[src/hw/rtl/lsra_pkg.sv]
// Shared types and constants for the linear scan register allocator.
// Used by the configuration block, the controller, the datapath and the top level.
`default_nettype none
package lsra_pkg;
	localparam int MAX_REGS = 16;
	localparam int REG_W    = 4;
	localparam int POS_W    = 16;
	localparam int ID_W     = 16;
	localparam int CNT_W    = 5;
	localparam int MAP_W    = 32;
	localparam int ADDR_W   = 5;
	localparam int DATA_W   = 32;

	typedef enum logic [2:0] {
		REG_INT_COUNT   = 3'd0,
		REG_FLT_COUNT   = 3'd1,
		REG_INT_TEMP    = 3'd2,
		REG_FLT_TEMP    = 3'd3,
		REG_INT_ARG_MAP = 3'd4,
		REG_FLT_ARG_MAP = 3'd5
	} reg_idx_t;

	typedef struct packed {
		logic [CNT_W-1:0]    int_count;
		logic [CNT_W-1:0]    flt_count;
		logic [MAX_REGS-1:0] int_temp;
		logic [MAX_REGS-1:0] flt_temp;
		logic [MAP_W-1:0]    int_map;
		logic [MAP_W-1:0]    flt_map;
	} cfg_t;

	typedef struct packed {
		logic [ID_W-1:0]  id;
		logic [POS_W-1:0] stop;
		logic [REG_W-1:0] preg;
	} ent_t;

	typedef struct packed {
		logic load;
		logic expire;
		logic pick;
		logic update;
		logic out1;
	} cmd_t;

	typedef struct packed {
		logic exp_any;
		logic evict;
	} sts_t;
endpackage
`default_nettype wire

[src/hw/rtl/lsra_cfg.sv]
// Configuration register file behind the APB-style port.
// Depends on lsra_pkg for the register indexes and the cfg_t bundle.
`default_nettype none
module lsra_cfg
	import lsra_pkg::*;
(
	input  wire logic              clk,
	input  wire logic              arst_n,
	input  wire logic              psel,
	input  wire logic              penable,
	input  wire logic              pwrite,
	input  wire logic [ADDR_W-1:0] paddr,
	input  wire logic [DATA_W-1:0] pwdata,
	output logic      [DATA_W-1:0] prdata,
	output logic                   pready,
	output cfg_t                   cfg
);
	cfg_t cfg_q;
	logic [2:0] idx;
	logic wr;

	assign idx    = paddr[4:2];
	assign wr     = psel && penable && pwrite;
	assign pready = 1'b1;
	assign cfg    = cfg_q;

	always_ff @(posedge clk or negedge arst_n) begin
		if (!arst_n) begin
			cfg_q.int_count <= CNT_W'(MAX_REGS);
			cfg_q.flt_count <= CNT_W'(MAX_REGS);
			cfg_q.int_temp  <= '0;
			cfg_q.flt_temp  <= '0;
			cfg_q.int_map   <= '0;
			cfg_q.flt_map   <= '0;
		end else if (wr) begin
			case (idx)
				REG_INT_COUNT:   cfg_q.int_count <= pwdata[CNT_W-1:0];
				REG_FLT_COUNT:   cfg_q.flt_count <= pwdata[CNT_W-1:0];
				REG_INT_TEMP:    cfg_q.int_temp  <= pwdata[MAX_REGS-1:0];
				REG_FLT_TEMP:    cfg_q.flt_temp  <= pwdata[MAX_REGS-1:0];
				REG_INT_ARG_MAP: cfg_q.int_map   <= pwdata[MAP_W-1:0];
				REG_FLT_ARG_MAP: cfg_q.flt_map   <= pwdata[MAP_W-1:0];
				default: ;
			endcase
		end
	end

	always_comb begin
		case (idx)
			REG_INT_COUNT:   prdata = DATA_W'(cfg_q.int_count);
			REG_FLT_COUNT:   prdata = DATA_W'(cfg_q.flt_count);
			REG_INT_TEMP:    prdata = DATA_W'(cfg_q.int_temp);
			REG_FLT_TEMP:    prdata = DATA_W'(cfg_q.flt_temp);
			REG_INT_ARG_MAP: prdata = cfg_q.int_map;
			REG_FLT_ARG_MAP: prdata = cfg_q.flt_map;
			default:         prdata = '0;
		endcase
	end
endmodule
`default_nettype wire

[src/hw/rtl/lsra_ctrl.sv]
// Sequencing state machine: expiry loop, register pick, list update, second result.
// Depends on lsra_pkg for the command and status bundles.
`default_nettype none
module lsra_ctrl
	import lsra_pkg::*;
(
	input  wire logic clk,
	input  wire logic arst_n,
	input  wire logic start,
	input  sts_t      sts,
	output cmd_t      cmd,
	output logic      busy
);
	typedef enum logic [2:0] {S_IDLE, S_EXP, S_PICK, S_UPD, S_OUT1} state_t;
	state_t state_q;
	logic busy_q;

	assign busy       = busy_q;
	assign cmd.load   = start && !busy_q;
	assign cmd.expire = (state_q == S_EXP);
	assign cmd.pick   = (state_q == S_PICK);
	assign cmd.update = (state_q == S_UPD);
	assign cmd.out1   = (state_q == S_OUT1);

	always_ff @(posedge clk or negedge arst_n) begin
		if (!arst_n) begin
			state_q <= S_IDLE;
			busy_q  <= 1'b0;
		end else begin
			case (state_q)
				S_IDLE: begin
					if (start) begin
						state_q <= S_EXP;
						busy_q  <= 1'b1;
					end
				end
				S_EXP: begin
					// Stay while either class still has an expired head entry.
					if (!sts.exp_any) state_q <= S_PICK;
				end
				S_PICK: state_q <= S_UPD;
				S_UPD: begin
					if (sts.evict) begin
						state_q <= S_OUT1;
					end else begin
						state_q <= S_IDLE;
						busy_q  <= 1'b0;
					end
				end
				S_OUT1: begin
					state_q <= S_IDLE;
					busy_q  <= 1'b0;
				end
				default: begin
					state_q <= S_IDLE;
					busy_q  <= 1'b0;
				end
			endcase
		end
	end
endmodule
`default_nettype wire

[src/hw/rtl/lsra_dp.sv]
// Datapath: captured interval, per-class sorted active lists, busy and used masks,
// register pick and result registers. Depends on lsra_pkg.
`default_nettype none
module lsra_dp
	import lsra_pkg::*;
(
	input  wire logic                clk,
	input  wire logic                arst_n,
	input  cmd_t                     cmd,
	output sts_t                     sts,
	input  cfg_t                     cfg,
	input  wire logic [ID_W-1:0]     interval_id,
	input  wire logic [POS_W-1:0]    interval_start,
	input  wire logic [POS_W-1:0]    interval_end,
	input  wire logic                is_float,
	input  wire logic                has_param,
	input  wire logic [2:0]          param_slot,
	input  wire logic [MAX_REGS-1:0] occupied_mask,
	input  wire logic                last_interval,
	output logic                     result_strobe,
	output logic [ID_W-1:0]          result_id,
	output logic [REG_W-1:0]         assigned_reg,
	output logic                     spilled,
	output logic [MAX_REGS-1:0]      class_used_mask,
	output logic                     last
);
	logic [ID_W-1:0]     id_q;
	logic [POS_W-1:0]    start_q, end_q;
	logic                flo_q, hp_q, lastiv_q;
	logic [2:0]          slot_q;
	logic [MAX_REGS-1:0] forbid_q;

	ent_t                lst_q [2][MAX_REGS];
	logic [CNT_W-1:0]    cnt_q [2];
	logic [MAX_REGS-1:0] busy_q [2];
	logic [MAX_REGS-1:0] ever_q [2];

	logic             found_q;
	logic [REG_W-1:0] reg_q;
	logic [ID_W-1:0]  vid_q;

	logic                o_strobe_q, o_spl_q, o_last_q;
	logic [ID_W-1:0]     o_id_q;
	logic [REG_W-1:0]    o_reg_q;
	logic [MAX_REGS-1:0] o_used_q;

	// Expiry: one head entry per class per cycle.
	logic exp_c [2];
	always_comb begin
		for (int c = 0; c < 2; c++)
			exp_c[c] = (cnt_q[c] != '0) && (lst_q[c][0].stop <= start_q);
	end
	assign sts.exp_any = exp_c[0] || exp_c[1];

	// Register pick.
	logic [CNT_W-1:0]    limit;
	logic [MAX_REGS-1:0] occ, temp;
	logic [MAP_W-1:0]    amap;
	logic [REG_W-1:0]    ip, sreg;
	logic                pfree, useall, sfound, pk_found;
	always_comb begin
		limit = flo_q ? cfg.flt_count : cfg.int_count;
		if (limit > CNT_W'(MAX_REGS)) limit = CNT_W'(MAX_REGS);
		occ    = busy_q[flo_q] | forbid_q;
		temp   = flo_q ? cfg.flt_temp : cfg.int_temp;
		amap   = flo_q ? cfg.flt_map : cfg.int_map;
		ip     = amap[{slot_q, 2'b00} +: REG_W];
		pfree  = hp_q && !occ[ip];
		useall = !hp_q;
		sfound = 1'b0;
		sreg   = '0;
		for (int j = 0; j < MAX_REGS; j++) begin
			if (!sfound && (CNT_W'(j) < limit) && (useall ? !occ[j] : temp[j])) begin
				sfound = 1'b1;
				sreg   = REG_W'(j);
			end
		end
		pk_found = (pfree || sfound) && (cnt_q[flo_q] < CNT_W'(MAX_REGS));
	end

	// Update: eviction test and sorted insertion point.
	logic [CNT_W-1:0]    n, nn, nm1;
	ent_t                vict, ent_new;
	logic                evict, do_ins, pdone;
	logic [CNT_W-1:0]    p;
	logic [MAX_REGS-1:0] busy_new, ever_new;
	always_comb begin
		n     = cnt_q[flo_q];
		nm1   = n - CNT_W'(1);
		vict  = lst_q[flo_q][nm1[REG_W-1:0]];
		evict = !found_q && (n != '0) && (vict.stop > end_q);
		do_ins = found_q || evict;
		nn    = found_q ? n : nm1;
		p     = '0;
		pdone = 1'b0;
		for (int i = 0; i < MAX_REGS; i++) begin
			if (!pdone && (CNT_W'(i) < nn) && (lst_q[flo_q][i].stop <= end_q))
				p = CNT_W'(i + 1);
			else
				pdone = 1'b1;
		end
		ent_new.id   = id_q;
		ent_new.stop = end_q;
		ent_new.preg = found_q ? reg_q : vict.preg;
		busy_new = busy_q[flo_q];
		if (found_q) busy_new[reg_q] = 1'b1;
		ever_new = ever_q[flo_q] | busy_new;
	end
	assign sts.evict = evict;

	// List contents carry no reset; the count says which entries are live.
	always_ff @(posedge clk) begin
		if (cmd.load) begin
			id_q     <= interval_id;
			start_q  <= interval_start;
			end_q    <= interval_end;
			flo_q    <= is_float;
			hp_q     <= has_param;
			slot_q   <= param_slot;
			forbid_q <= occupied_mask;
			lastiv_q <= last_interval;
		end
		if (cmd.expire) begin
			for (int c = 0; c < 2; c++)
				if (exp_c[c])
					for (int i = 0; i < MAX_REGS - 1; i++)
						lst_q[c][i] <= lst_q[c][i + 1];
		end
		if (cmd.pick) begin
			found_q <= pk_found;
			reg_q   <= pfree ? ip : sreg;
		end
		if (cmd.update) begin
			vid_q <= vict.id;
			if (do_ins)
				for (int i = 0; i < MAX_REGS; i++) begin
					if (CNT_W'(i) == p)
						lst_q[flo_q][i] <= ent_new;
					else if (CNT_W'(i) > p && i > 0)
						lst_q[flo_q][i] <= lst_q[flo_q][(i > 0) ? i - 1 : 0];
				end
			o_id_q   <= id_q;
			o_reg_q  <= found_q ? reg_q : (evict ? vict.preg : '0);
			o_spl_q  <= !do_ins;
			o_used_q <= ever_new;
			o_last_q <= !evict;
		end
		if (cmd.out1) begin
			o_id_q   <= vid_q;
			o_reg_q  <= '0;
			o_spl_q  <= 1'b1;
			o_last_q <= 1'b1;
		end
	end

	always_ff @(posedge clk or negedge arst_n) begin
		if (!arst_n) begin
			for (int c = 0; c < 2; c++) begin
				cnt_q[c]  <= '0;
				busy_q[c] <= '0;
				ever_q[c] <= '0;
			end
			o_strobe_q <= 1'b0;
		end else begin
			o_strobe_q <= cmd.update || cmd.out1;
			if (cmd.expire) begin
				for (int c = 0; c < 2; c++)
					if (exp_c[c]) begin
						cnt_q[c]  <= cnt_q[c] - CNT_W'(1);
						busy_q[c][lst_q[c][0].preg] <= 1'b0;
					end
			end
			if (cmd.update) begin
				if (lastiv_q) begin
					for (int c = 0; c < 2; c++) begin
						cnt_q[c]  <= '0;
						busy_q[c] <= '0;
						ever_q[c] <= '0;
					end
				end else begin
					if (found_q) cnt_q[flo_q] <= n + CNT_W'(1);
					busy_q[flo_q] <= busy_new;
					ever_q[flo_q] <= ever_new;
				end
			end
		end
	end

	assign result_strobe   = o_strobe_q;
	assign result_id       = o_id_q;
	assign assigned_reg    = o_reg_q;
	assign spilled         = o_spl_q;
	assign class_used_mask = o_used_q;
	assign last            = o_last_q;
endmodule
`default_nettype wire

[src/hw/rtl/linear_scan_register_allocator_top.sv]
// Linear scan register allocator. An accepted interval goes through the expiry loop,
// which runs while either class still has an expired head entry, then the register pick
// and the list update, which registers its result strobe; an eviction adds the spilled
// interval's result in the following cycle. busy falls with the last result of an
// interval, so a new start may be given then. Results cannot be stalled. Reset empties
// all lists, clears the masks and returns the configuration to its defaults.
`default_nettype none
module linear_scan_register_allocator_top
	import lsra_pkg::*;
(
	input  wire logic                clk,
	input  wire logic                arst_n,
	input  wire logic                start,
	output logic                     busy,
	input  wire logic [ID_W-1:0]     interval_id,
	input  wire logic [POS_W-1:0]    interval_start,
	input  wire logic [POS_W-1:0]    interval_end,
	input  wire logic                is_float,
	input  wire logic                has_param,
	input  wire logic [2:0]          param_slot,
	input  wire logic [MAX_REGS-1:0] occupied_mask,
	input  wire logic                last_interval,
	output logic                     result_strobe,
	output logic [ID_W-1:0]          result_id,
	output logic [REG_W-1:0]         assigned_reg,
	output logic                     spilled,
	output logic [MAX_REGS-1:0]      class_used_mask,
	output logic                     last,
	input  wire logic                psel,
	input  wire logic                penable,
	input  wire logic                pwrite,
	input  wire logic [ADDR_W-1:0]   paddr,
	input  wire logic [DATA_W-1:0]   pwdata,
	output logic      [DATA_W-1:0]   prdata,
	output logic                     pready
);
	cfg_t cfg;
	cmd_t cmd;
	sts_t sts;

	lsra_cfg u_cfg (
		.clk(clk), .arst_n(arst_n), .psel(psel), .penable(penable), .pwrite(pwrite),
		.paddr(paddr), .pwdata(pwdata), .prdata(prdata), .pready(pready), .cfg(cfg)
	);

	lsra_ctrl u_ctrl (
		.clk(clk), .arst_n(arst_n), .start(start), .sts(sts), .cmd(cmd), .busy(busy)
	);

	lsra_dp u_dp (
		.clk(clk), .arst_n(arst_n), .cmd(cmd), .sts(sts), .cfg(cfg),
		.interval_id(interval_id), .interval_start(interval_start),
		.interval_end(interval_end), .is_float(is_float), .has_param(has_param),
		.param_slot(param_slot), .occupied_mask(occupied_mask),
		.last_interval(last_interval), .result_strobe(result_strobe),
		.result_id(result_id), .assigned_reg(assigned_reg), .spilled(spilled),
		.class_used_mask(class_used_mask), .last(last)
	);
endmodule
`default_nettype wire

[config.mk]
export PLATFORM = sky130hd
export DESIGN_NAME = linear_scan_register_allocator_top
export DESIGN_NICKNAME = d
export VERILOG_FILES = /design/src/hw/rtl/lsra_pkg.sv /design/src/hw/rtl/lsra_cfg.sv /design/src/hw/rtl/lsra_ctrl.sv /design/src/hw/rtl/lsra_dp.sv /design/src/hw/rtl/linear_scan_register_allocator_top.sv
export SDC_FILE = /design/constraint.sdc
export NUM_CORES = 2
export LEC_CHECK = 0
export BUFFER_PORTS_ARGS = -buffer_cell sky130_fd_sc_hd__buf_2
export CORE_MARGIN = 4
export CORE_UTILIZATION = 60
export CTS_CLUSTER_DIAMETER = 60
export DETAILED_ROUTE_END_ITERATION = 10
export PLACE_DENSITY_LB_ADDON = 0.08
export SYNTH_ARGS = -nofsm -noshare
export SYNTH_HDL_FRONTEND = slang
export SYNTH_SLANG_ARGS = --single-unit
[constraint.sdc]
create_clock -name clk -period 19.5 [get_ports clk]
set_input_delay 2.925 -clock clk [delete_from_list [all_inputs] [get_ports clk]]
set_output_delay 2.925 -clock clk [all_outputs]
set_load 0.01 [all_outputs]
==> reports/metrics.csv <==
metric;value;unit
relSlewSlack;0.170;
antenna_found_initial;4;
cts_root_buf;clkbuf_16;
cts_resized;0;
finClkSkew;31.0;ps
crit_buf_inv;7;
clockBufferDepth;3;
fin_area;0.0943;mm^2
grt_pass1_vias;61482;
grt_usage;0.332;
fin_nets;8023;
grt_setup_unrepaired;no;
gp_congestion;0.901;
clkTransAtPathRegs;60;ps
die_w;387;um
ys_warn_count;0;
final_cell_count_no_fill;9632;
cts_tree;yes;
crit_family;buffers and inverters;
cts_setup_buffers;0;
n_fill_cell;10811;
drive_gt1_frac;0.208;
dp.cells;9324;
ys_types;81;
period_share;0.564;
critical_path.cell_chain;buf_12 -> buf_12 -> mux2_2 -> mux4_2 -> or2_2 -> o211ai_1 -> o21ai_0 -> ha_1 -> a21o_1 -> a21oi_1 -> nor3_1 -> a211o_1 -> o31a_1 -> o21ai_2 -> buf_4 -> a21o_4 -> buf_4 -> buf_4 -> buf_4 -> buf_4 -> o21ai_0 -> mux2_2;
hold_buffers;0;
syn_inst;7664;
synth_top_cell_area_share;0.445;
fp.dieH;387;um
synth_nets;8085;
peakVddDrop;176;uV
drt-pass1-iter-count;6;
drt_first_iter_violations;7565;
status;completed;
power.density;195;mW/mm^2
core;0.142;mm^2
start_util;0.606;
crit_top_cell;buf_4;
fp.dieArea;0.150;mm^2
cts_buffers;166;
ys_seq_area_frac;0.500;
vias;63945;
regMostFlops;u_dp.lst_q;
syn_area;0.0861;mm^2
syn_area_per_cell;11.2;um^2
grt_max_degree;210;
slowest_stage;dfxtp_4;
max_freq;90.9;MHz
yosysTopAreaCell;edfxtp_1;
area.growth.synth_to_final;9.51;%
diodes;0;
grt_pass1_wl;385;mm
drc;0;
insertion_delay;800;ps
setup_viol;0;
path_max_fanout;141;
cp.arrival;11540;ps
maxSlewViolCount;0;
critical_path_class;reg2reg;
fin_total_pwr;18.4;mW
postRouteAntennaNets;0;
rows;138;
ios;186;
async_reset_ff_frac;0.126;
critPathRequiredTime;20040;ps
htreeDepth;4;
dpl_cell_area;0.0889;mm^2
drv_cap;0;
wirelength;255;mm
post-dp-hpwl;172;mm
synth_edf_count;1275;
hold_viol_final;0;
end_kind;flip-flop;
final.setup.tns;0;ps
wl_per_cell;26.5;um
cpPeakStageDelay;960;ps
synth_area_leaders;edfxtp_1 (44%), mux2_2 (9.8%), mux2i_1 (6.8%), o21ai_0 (6.0%), dfrtp_1 (5.3%);
final_common_cell;edfxtp_1;
tightest_slew;1230;ps
synthFlopType;edfxtp_1;
min_period;11000;ps
cts.sinks;1467;
layout_common_cells;edfxtp_1 (1275), nand2_1 (1163), o21ai_0 (1026);
startpoint_type;flip-flop;
largest_reg_flops;1152;
hp-class;reg2reg;
placement.io_buffers;182;
vias_per_cell;6.64;
ys_ff_latch;1467;
p_leak;37.2;nW
gr-total-overflow;0;
[cell type report]
type,count,area (um^2),share of cell area
clock buffer,202,4350,0.0461
clock inverter,106,1070,0.0113
inverter,118,444,0.00471
multi-input combinational,5509,40800,0.433
sequential,1467,43100,0.457
tap,1890,2360,0.0251
timing repair buffer,340,2180,0.0231
[power breakdown]
| group | internal, mW | switching (mW) | leakage, nW |
|---|---|---|---|
| Combinational | 3.06 | 5.64 | 19.9 |
| Clock | 1.81 | 1.33 | 2.65 |
| Sequential | 5.80 | 0.784 | 14.6 |
| Total | 10.7 | 7.75 | 37.2 |
[cells by family (layout without fill, tap and decap cells)]
| kind of cell | Yosys count | after routing | share of synthesized area |
|---|---|---|---|
| other | 1 | 1 | 0.0000436 |
| and+or+nand+nor | 1934 | 1934 | 0.0943 |
| adders and majority gates | 308 | 308 | 0.0448 |
| xor gates and xnor gates | 19 | 19 | 0.00193 |
| buffers and inverters | 688 | 766 | 0.0317 |
| AOI/OAI and AO/OA | 1746 | 1746 | 0.118 |
| muxes | 1501 | 1501 | 0.209 |
| DFF | 1467 | 1467 | 0.500 |
[routing by layer]
layer  track usage  vias to the layer above  part of all wire
met4         0.107                        2             0.031
met2         0.497                     3528              0.44
met3        0.0668                      440              0.11
li1              -                    28670                 -
met5             0                        -          0.000031
met1         0.490                    31305              0.42
[worst min-delay path: stages (launching register included)]
cell,delay [ps]
dfxtp_1,320
nor2_1,40
nor2_1,70
[path summary, 6_finish.rpt]
| path | start | end | slack (ps) | depth (start not counted) |
|---|---|---|---|---|
| worst min register to register | u_dp.last$_SDFFE_PP1P_ | u_dp.last$_SDFFE_PP1P_ | 470 | 2 |
| worst max-delay path | flip-flop | u_dp.lst_q[0][142]$_DFFE_PP_ | 8500 | 22 |
| worst min-delay path | u_dp.last$_SDFFE_PP1P_ | u_dp.last$_SDFFE_PP1P_ | 470 | 2 |
| min in group asynchronous | arst_n | u_cfg.cfg[25]$_DFFE_PN0P_ | 2120 | 1 |
| worst max register to register | flip-flop | u_dp.lst_q[0][142]$_DFFE_PP_ | 8500 | 22 |
| max in group asynchronous | arst_n | u_ctrl.busy$_DFFE_PN0P_ | 16050 | 2 |
[cells in the mapped netlist (13+ instances only)]
library cell,n
buf_2,80
a21oi_1,248
a21o_1,65
ha_1,308
a211o_1,14
nand2b_1,23
o211ai_1,52
a41oi_1,37
or2_2,25
a32o_1,13
a211oi_1,62
clkbuf_1,407
o311ai_0,21
o21a_1,29
o21ai_0,1026
nor2_1,361
mux4_2,165
nand3_1,114
a22o_1,32
nand2_1,1184
o21ai_1,16
nor4_1,22
mux2i_1,585
nand4_1,67
nor2b_1,37
buf_1,74
o22ai_1,25
inv_1,116
dfrtp_1,183
edfxtp_1,1275
nor3_1,36
and3_1,17
mux2_2,751
[per-stage QoR]
step / utilization / hold slack, ps / setup WS, ps
final: 0.663 / 466 / 8500
after global routing: 0.663 / 498 / 8030
after CTS: 0.663 / 472 / 8680
after detailed placement: 0.625 / 457 / 8670
after global placement: 0.625 / 456 / 8800
after floorplan: - / 442 / 9820
Power figures use the tool's default switching activity.
